[src/design/mbfd_pkg.sv]
// Package with the shared types, codes and constants of the box-filter downsampler.
package mbfd_pkg;

  localparam int TEXEL_W    = 32;
  localparam int DIM_W      = 13;
  localparam int HEIGHT_CAP = 4096;
  localparam int ROW_W      = 12;

  typedef enum logic [1:0] {
    REG_SRC_WIDTH   = 2'd0,
    REG_SRC_HEIGHT  = 2'd1,
    REG_PIXEL_FORMAT = 2'd2
  } cfg_reg_e;

  typedef enum logic [2:0] {
    FMT_RGBA8    = 3'd0,
    FMT_R5G6B5   = 3'd1,
    FMT_A4R4G4B4 = 3'd2,
    FMT_A1R5G5B5 = 3'd3,
    FMT_R8       = 3'd4
  } pix_fmt_e;

  typedef struct packed {
    logic [TEXEL_W-1:0] top_l;
    logic [TEXEL_W-1:0] top_r;
    logic [TEXEL_W-1:0] bot_l;
    logic [TEXEL_W-1:0] bot_r;
  } quad_t;

endpackage

[src/design/mbfd_quad_filter.sv]
// Per-format rounded average of a 2x2 quad of texels.
module mbfd_quad_filter
  import mbfd_pkg::*;
(
  input  logic [2:0]  fmt_i,
  input  quad_t       quad_i,
  output logic [31:0] texel_o
);

  function automatic logic [7:0] avg8(input logic [7:0] a, input logic [7:0] b,
                                      input logic [7:0] c, input logic [7:0] d);
    logic [9:0] s;
    s = 10'(a) + 10'(b) + 10'(c) + 10'(d) + 10'd2;
    return s[9:2];
  endfunction

  function automatic logic [5:0] avg6(input logic [5:0] a, input logic [5:0] b,
                                      input logic [5:0] c, input logic [5:0] d);
    logic [7:0] s;
    s = 8'(a) + 8'(b) + 8'(c) + 8'(d) + 8'd2;
    return s[7:2];
  endfunction

  function automatic logic [4:0] avg5(input logic [4:0] a, input logic [4:0] b,
                                      input logic [4:0] c, input logic [4:0] d);
    logic [6:0] s;
    s = 7'(a) + 7'(b) + 7'(c) + 7'(d) + 7'd2;
    return s[6:2];
  endfunction

  function automatic logic [3:0] avg4(input logic [3:0] a, input logic [3:0] b,
                                      input logic [3:0] c, input logic [3:0] d);
    logic [5:0] s;
    s = 6'(a) + 6'(b) + 6'(c) + 6'(d) + 6'd2;
    return s[5:2];
  endfunction

  logic [31:0] a, b, c, d;
  logic [2:0]  votes;

  assign a = quad_i.top_l;
  assign b = quad_i.top_r;
  assign c = quad_i.bot_l;
  assign d = quad_i.bot_r;
  assign votes = 3'(a[15]) + 3'(b[15]) + 3'(c[15]) + 3'(d[15]);

  always_comb begin
    case (fmt_i)
      FMT_R5G6B5: begin
        texel_o = {16'd0, avg5(a[15:11], b[15:11], c[15:11], d[15:11]),
                   avg6(a[10:5], b[10:5], c[10:5], d[10:5]),
                   avg5(a[4:0], b[4:0], c[4:0], d[4:0])};
      end
      FMT_A4R4G4B4: begin
        texel_o = {16'd0, avg4(a[15:12], b[15:12], c[15:12], d[15:12]),
                   avg4(a[11:8], b[11:8], c[11:8], d[11:8]),
                   avg4(a[7:4], b[7:4], c[7:4], d[7:4]),
                   avg4(a[3:0], b[3:0], c[3:0], d[3:0])};
      end
      FMT_A1R5G5B5: begin
        texel_o = {16'd0, (votes >= 3'd2),
                   avg5(a[14:10], b[14:10], c[14:10], d[14:10]),
                   avg5(a[9:5], b[9:5], c[9:5], d[9:5]),
                   avg5(a[4:0], b[4:0], c[4:0], d[4:0])};
      end
      FMT_R8: begin
        texel_o = {24'd0, avg8(a[7:0], b[7:0], c[7:0], d[7:0])};
      end
      default: begin
        texel_o = {avg8(a[31:24], b[31:24], c[31:24], d[31:24]),
                   avg8(a[23:16], b[23:16], c[23:16], d[23:16]),
                   avg8(a[15:8], b[15:8], c[15:8], d[15:8]),
                   avg8(a[7:0], b[7:0], c[7:0], d[7:0])};
      end
    endcase
  end

endmodule
[config.mk]
export PLATFORM = sky130hd
export DESIGN_NAME = mbfd_quad_filter
export DESIGN_NICKNAME = d
export VERILOG_FILES = /design/src/design/mbfd_pkg.sv /design/src/design/mbfd_quad_filter.sv
export SDC_FILE = /design/constraint.sdc
export NUM_CORES = 1
export LEC_CHECK = 0
export BUFFER_PORTS_ARGS = -buffer_cell sky130_fd_sc_hd__buf_4
export CORE_MARGIN = 2
export CORE_UTILIZATION = 50
export DETAILED_ROUTE_END_ITERATION = 6
export PLACE_DENSITY = 0.81
export SYNTH_ARGS = -nofsm -noshare
export SYNTH_HDL_FRONTEND = slang
export SYNTH_SLANG_ARGS = --single-unit
[constraint.sdc]
create_clock -name vclk -period 8
set_clock_uncertainty 0.15 [all_clocks]
set_input_delay 0.8 -clock vclk [all_inputs]
set_output_delay 0.8 -clock vclk [all_outputs]
set_load 0.03 [all_outputs]
## Word-level counts from Yosys, hierarchy flattened

Cells that the tools add are included.

- Add/subtract/negate cells: 55
- Multiply operators: 0
- Divide/modulo/power cells: 0
- $lt $le $gt $ge: 1
- Equality and inequality tests: 4
- Shift-type cells: 0
- Multiplexer cells: 1
- Bitwise gates (word level): 0
- Reduce and logical (&&, ||, !) cells: 0

Operators with widths:

| operator | number |
|---|---|
| $pmux W32 S4 | 1 |
| $add A10 B2 Y10 const B | 4 |
| $add A10 B8 Y10 | 4 |
| $add A9 B8 Y10 | 4 |
| $add A8 B8 Y9 | 4 |
| $add A6 B5 Y7 | 4 |
| $add A7 B2 Y7 const B | 4 |
| $add A7 B5 Y7 | 4 |
| $add A5 B4 Y6 | 4 |
| $add A5 B5 Y6 | 4 |
| $add A6 B2 Y6 const B | 4 |
| $add A6 B4 Y6 | 4 |
| $add A4 B4 Y5 | 4 |
| $add A7 B6 Y8 | 1 |
| $add A8 B2 Y8 const B | 1 |
| $add A8 B6 Y8 | 1 |
| $add A6 B6 Y7 | 1 |
| $eq A3 B2 Y1 const B | 2 |
| $add A2 B1 Y3 | 1 |
| $add A3 B1 Y3 | 1 |
| $eq A3 B1 Y1 const B | 1 |
| $eq A3 B3 Y1 const B | 1 |
| $ge A3 B2 Y1 const B | 1 |
| $add A1 B1 Y2 | 1 |

- Register bits after elaboration: 0
- Bits in latches: 0
- RAM bits: 0
- Bits in read-only memories: 0
- Output and inout bits: 32
- Logic and storage cells: 61
- Memories kept: 0

## Depth between registers and ports, before layout

Gate-level depths: netlist (run 1).

- Depth after elaboration: 5
- Gate-level depth with buffers: 11
- Depth with buffers taken out: 11

## Worst setup path after synthesis (run 1)

Ideal clock, no wire load.

- Path kind: in2out
- Start point: input quad_i[7] (netlist name)
- End point: output texel_o[9]
- Data arrival time: 4.554 ns
- Setup slack: 2.496 ns
- Stages on the path: 9
- Buffers on the path: 0
- Cells stage by stage: fa_1 fa_1 ha_1 a21oi_1 nand2_1 a31o_2 a21o_1 xnor2_1 a2111oi_0

- Longest elaborated chain between the ends: 3
- Elaborated cells on any way between the ends: 5
- Classes of those cells: add/sub: 4; mux: 1

Ends and longest elaborated chain:

| element | RTL line | RTL |
|---|---|---|
| from (decl) | mbfd_quad_filter.sv:6 | `input quad_t quad_i,` |
| $add A8 B6 Y8 or $add A7 B5 Y7 (tied branches) | mbfd_quad_filter.sv:20, mbfd_quad_filter.sv:27 |  |
| $add A8 B2 Y8 or $add A7 B2 Y7 (tied branches) | mbfd_quad_filter.sv:20, mbfd_quad_filter.sv:27 |  |
| $pmux W32 S4 * | mbfd_quad_filter.sv:48 | `case (fmt_i)` |
| to (decl) | mbfd_quad_filter.sv:7 | `output logic [31:0] texel_o` |

Mark *: on every way between the ends. The rest lies on a longest branch, timed or not.

## Worst setup path in the final report (run 1)

Same ends and word-level chain as after synthesis.

==> results of run 1 <==
-- metrics by stage --
step	total power (uW)	instance area [um2]	hold slack, ps	setup WS [ps]	std cells
floorplan	807.3	4424	1777	2496	504
global placement	1098	5768	1937	3007	769
detailed placement	1135	5768	1942	2953	769
CTS	1141	5768	1944	2948	769
global route	1250	5768	1971	2832	769
finish	1136	5768	1937	2998	769
-- power breakdown --
group / leakage [uW] / internal (uW) / switching (uW) / total, uW
clock network: 0 / 0 / 0 / 0
logic: 0.00307 / 500 / 636 / 1140
registers: 0 / 0 / 0 / 0
-- cell type report --
cell class	instances	area (um2)
multi-input cells	373	3936
inverters	124	465.4
fillers	692	2868
well taps	108	135.1
repair buffers	164	1231
-- how the worst max path moves through the flow --
stage               from          to  slack (ps)  cells after the start
2_1_floorplan  quad_i[7]  texel_o[9]        2500                      9
3_3_place_gp   quad_i[7]  texel_o[9]        3010                     11
3_5_place_dp   quad_i[7]  texel_o[9]        2950                     11
4_1_cts        quad_i[7]  texel_o[9]        2950                     11
5_1_grt        quad_i[7]  texel_o[9]        2830                     11
6_report       quad_i[7]  texel_o[9]        3000                     11
-- cells by family (layout without fill, tap and decap cells) --
| logic type | Yosys count | after routing | synth area share, % |
|---|---|---|---|
| xor+xnor | 41 | 41 | 8.116 |
| mux | 4 | 4 | 0.9333 |
| buf+inv | 131 | 288 | 11.20 |
| compound gates | 102 | 102 | 15.87 |
| simple gates | 82 | 82 | 9.587 |
| fa+ha+maj | 144 | 144 | 54.30 |
-- routing by layer --
| layer | track usage [%] | share of wire (%) | vias to the layer above |
|---|---|---|---|
| met2 | 43.31 | 53 | 150 |
| met4 | 4.167 | 2.2 | 0 |
| li1 | - | - | 1973 |
| met1 | 25.14 | 38 | 1953 |
| met5 | 0 | 0 | - |
| met3 | 3.293 | 6.9 | 20 |
-- tightest hold or removal path: cells and delay by family --
kind | cells | cell delay, ps
buffers and inverters | 2 | 320
AND/OR/NAND/NOR | 1 | 90
AO/OA/AOI/OAI | 1 | 80
-- Yosys cell counts (all sizes together), types with 4 or more instances --
library cell / number
inv: 124
fa: 80
ha: 64
a21oi: 32
xnor2: 25
nor2: 22
nand2: 17
xor2: 16
a21o: 13
a31oi: 9
o21ai: 9
nor2b: 8
nor3: 8
nand3: 7
a211oi: 5
clkbuf: 4
nand4b: 4
o31ai: 4
==> results.cfg, run 1 <==
[cells_and_area]
area_growth_pct = 30.37
clkbuf_count = 0
seq_cell_count = 0
nets = 938
regArea_um2 = 0
diodes = 0
drive_gt1_share_pct = 26.78
final_common_cell = buf_4
layout_common_cells = buf_4, inv_1, fa_1
fin_util_pct = 66.79

[setup_path]
crit_chain = buf_4 -> fa_1 -> fa_1 -> ha_1 -> a21oi_1 -> nand2_1 -> a31o_2 -> a21o_1 -> xnor2_1 -> a2111oi_0 -> buf_4
worst-path-buf-inv = 2
cp.arrival_ps = 4050
critical_path_class = primary input to output port
start_kind = primary input
critPathTopFamily = adder cells
max_stage_delay_ps = 600
path_max_fanout = 3
cp.required_ps = 7050
endpoint_kind = output port
crit_path_top_delay_cell = fa_1

[floorplanning]
die-area_um2 = 9617
core_area_um2 = 8636
io_pins = 163
dieWidth_um = 98.07
rows = 34
die_h_um = 98.07
initial_utilization_pct = 51.23

[power]
p_per_area_nw_per_um2 = 196.9
peakVddDrop_mv = 0.1353
p_leak_uw = 0.003071

[outcome]
status = finished clean

[timing]
min_period_ps = 5002
fmaxAchievable_mhz = 199.9
rsz0062_at_grt = false
tightest_slew_ps = 817.2
hold_viol = 0
relSlewSlack_pct = 45.22
setup_tns_ps = 0
setup_viol = 0
drv_slew = 0
period_share_pct = 62.52

[min_path]
min-delay-path-class = primary input to output port
holdPathEnd = texel_o[13]
holdCritStartpoint = fmt_i[1]
hold_depth = 4

[detailed_routing]
drt-total-wl_um = 10700
drc = 0
dr.first_iter.drc_count = 77
dr.pass1.iters = 5
wl_per_cell_um = 13.92
via_per_inst = 5.326
vias = 4096
drtAntennaViolNets = 0

[logic_synthesis]
synthTopCellsByArea = fa_1, ha_1, inv_1, xnor2_1, a21oi_1
synth_top_area_share_pct = 36.20
synthCells = 504
syn_area_um2 = 4424
ys_seq_area_share_pct = 0
synth_area_per_cell_um2 = 8.778
synth_top_area_cell = fa_1
synth.distinct_cells = 52
syn-num-nets = 779
ys_warn_count = 0

[clock_network]
post_cts_buffers = 0
hold_buffers = 0
post_cts_resized = 0

[grt]
grt_pass1_wl_um = 18160
grt_max_degree = 12
grt_usage_pct = 22.03
grt_pass1_vias = 4411
antenna_found_initial = 0
overflow = 0

[placement]
io_buffers = 163
hpwl_um = 9942
gp_congestion = 0.8891

[run]
max_cap_violations = 0
(Power assumes the default switching activity.)
==> run 2: changes to the inputs <==
Settings changed: CORE_UTILIZATION 50 to 48.
Clock period 8 ns to 4.29 ns, I/O delays scaled along.
==> run 2 against run 1 <==
  * Final area is 0.65% higher
  * Worst setup slack lost 2800 ps
  * Critical path depth is the same
  * Final cell count grew 0.65%
  * Power grew 90%
  * Critical endpoint is now texel_o[14]
  * Highest routed layer unchanged
==> results.cfg, run 2 (synthesis gave the netlist of run 1 again) <==
[outcome]
status = finished clean

[setup_path]
critical_path_class = primary input to output port
worst-path-buf-inv = 2
cp.arrival_ps = 3530
cp-endpoint = texel_o[14]
crit_path_top_delay_cell = fa_1
cp.required_ps = 3710
critPathTopFamily = adder cells
crit_chain = buf_4 -> fa_1 -> fa_1 -> ha_1 -> a21oi_1 -> nand2_2 -> a221oi_4 -> o21ai_2 -> a211o_1 -> a221o_1 -> buf_4
max_stage_delay_ps = 640
crit_start = quad_i[10]
critical_path_depth = 11
endpoint_kind = output port
start_kind = primary input
path_max_fanout = 4

[grt]
grt.met3_usage_pct = 3.203
grt_pass1_vias = 4542
grt_busiest_layer = met2
use_met2_pct = 44.49
grt_pass1_wl_um = 18740
antenna_found_initial = 0
overflow = 0
grt_max_degree = 16
use_met1_pct = 25.08
grt_usage_pct = 22.17

[min_path]
min-delay-path-class = primary input to output port

[cells_and_area]
nets = 940
diodes = 0
drive_gt1_share_pct = 27.30
clkbuf_count = 0
seq_cell_count = 0
layout_common_cells = buf_4, inv_1, fa_1
area_growth_pct = 31.22
regArea_um2 = 0
final_area_um2 = 5806
final_common_cell = buf_4
fill_cells = 782

[timing]
hold_viol = 0
tightest_slew_ps = 795.3
relSlewSlack_pct = 46.69
fmaxAchievable_mhz = 243.1
drv_slew = 0
fin_hold_ws_ps = 1188
setup_viol = 0
setup_tns_ps = 0
rsz0062_at_grt = false
min_period_ps = 4113
period_share_pct = 95.88

[floorplanning]
core_area_um2 = 9109
die-area_um2 = 10000
io_pins = 163
dieWidth_um = 100.0
die_h_um = 100.0
rows = 35
initial_utilization_pct = 48.57

[detailed_routing]
wl_per_cell_um = 13.81
via_per_inst = 5.291
dr.pass1.iters = 4
drtAntennaViolNets = 0
drt-total-wl_um = 10690
dr.first_iter.drc_count = 94
vias = 4095
drc = 0

[placement]
gp_congestion = 0.8335
hpwl_um = 9842
io_buffers = 163
place_area_um2 = 5786

[power]
p_leak_uw = 0.003083
p_total_uw = 2155
p_per_area_nw_per_um2 = 371.1
swShare_pct = 55.87
power.switching_uw = 1204
seqPwrFrac_pct = 0
combPwrFrac_pct = 100.0
p_int_uw = 950.9
clkPwrFrac_pct = 0
peakVddDrop_mv = 0.2147

[run]
max_cap_violations = 0
run 2: worst min path at each step:
stage             endpoint  slack (ps)  cells past startpoint       start
5_1_grt        texel_o[13]        1220                      4    fmt_i[1]
6_report       texel_o[13]        1190                      4    fmt_i[1]
4_1_cts        texel_o[13]        1200                      4    fmt_i[1]
3_3_place_gp    texel_o[8]        1190                      4    fmt_i[0]
3_5_place_dp   texel_o[13]        1200                      4    fmt_i[1]
2_1_floorplan  texel_o[16]        1030                      3  quad_i[81]
run 2: repair_timing:
action                                  in CTS  in global routing
setup buffers                                0                  1
endpoints found under the setup margin       0                  1
resized for setup                            0                  1
hold buffers                                 0                  0
run 2: through the flow:
step	setup slack (ps)	util, %	cells
global placement	140.7	63.52	773
detailed placement	70.98	63.52	773
finish	176.6	63.74	774
CTS	66.31	63.52	773
floorplan	304.7	-	504
global route	59.29	63.74	774
run 2: area by class of cell:
type | count | area, um2 | share of cell area (%)
Tap cell | 111 | 138.9 | 2.392
Multi-Input combinational cell | 373 | 3955 | 68.12
Inverter | 124 | 465.4 | 8.017
Timing Repair Buffer | 166 | 1246 | 21.47
run 2: power by group through the flow:
stage / Clock (uW) / Sequential, uW / Combinational, uW
6_report: 0 / 0 / 2150
5_1_grt: 0 / 0 / 2390
4_1_cts: 0 / 0 / 2150
3_5_place_dp: 0 / 0 / 2130
3_3_place_gp: 0 / 0 / 2060
2_1_floorplan: 0 / 0 / 1510
run 2: routing by layer:
| metal | share of wire (%) | vias to the layer above |
|---|---|---|
| met5 | 0 | - |
| met3 | 6.4 | 16 |
| li1 | - | 1977 |
| met1 | 37 | 1959 |
| met4 | 1.4 | 0 |
| met2 | 55 | 143 |
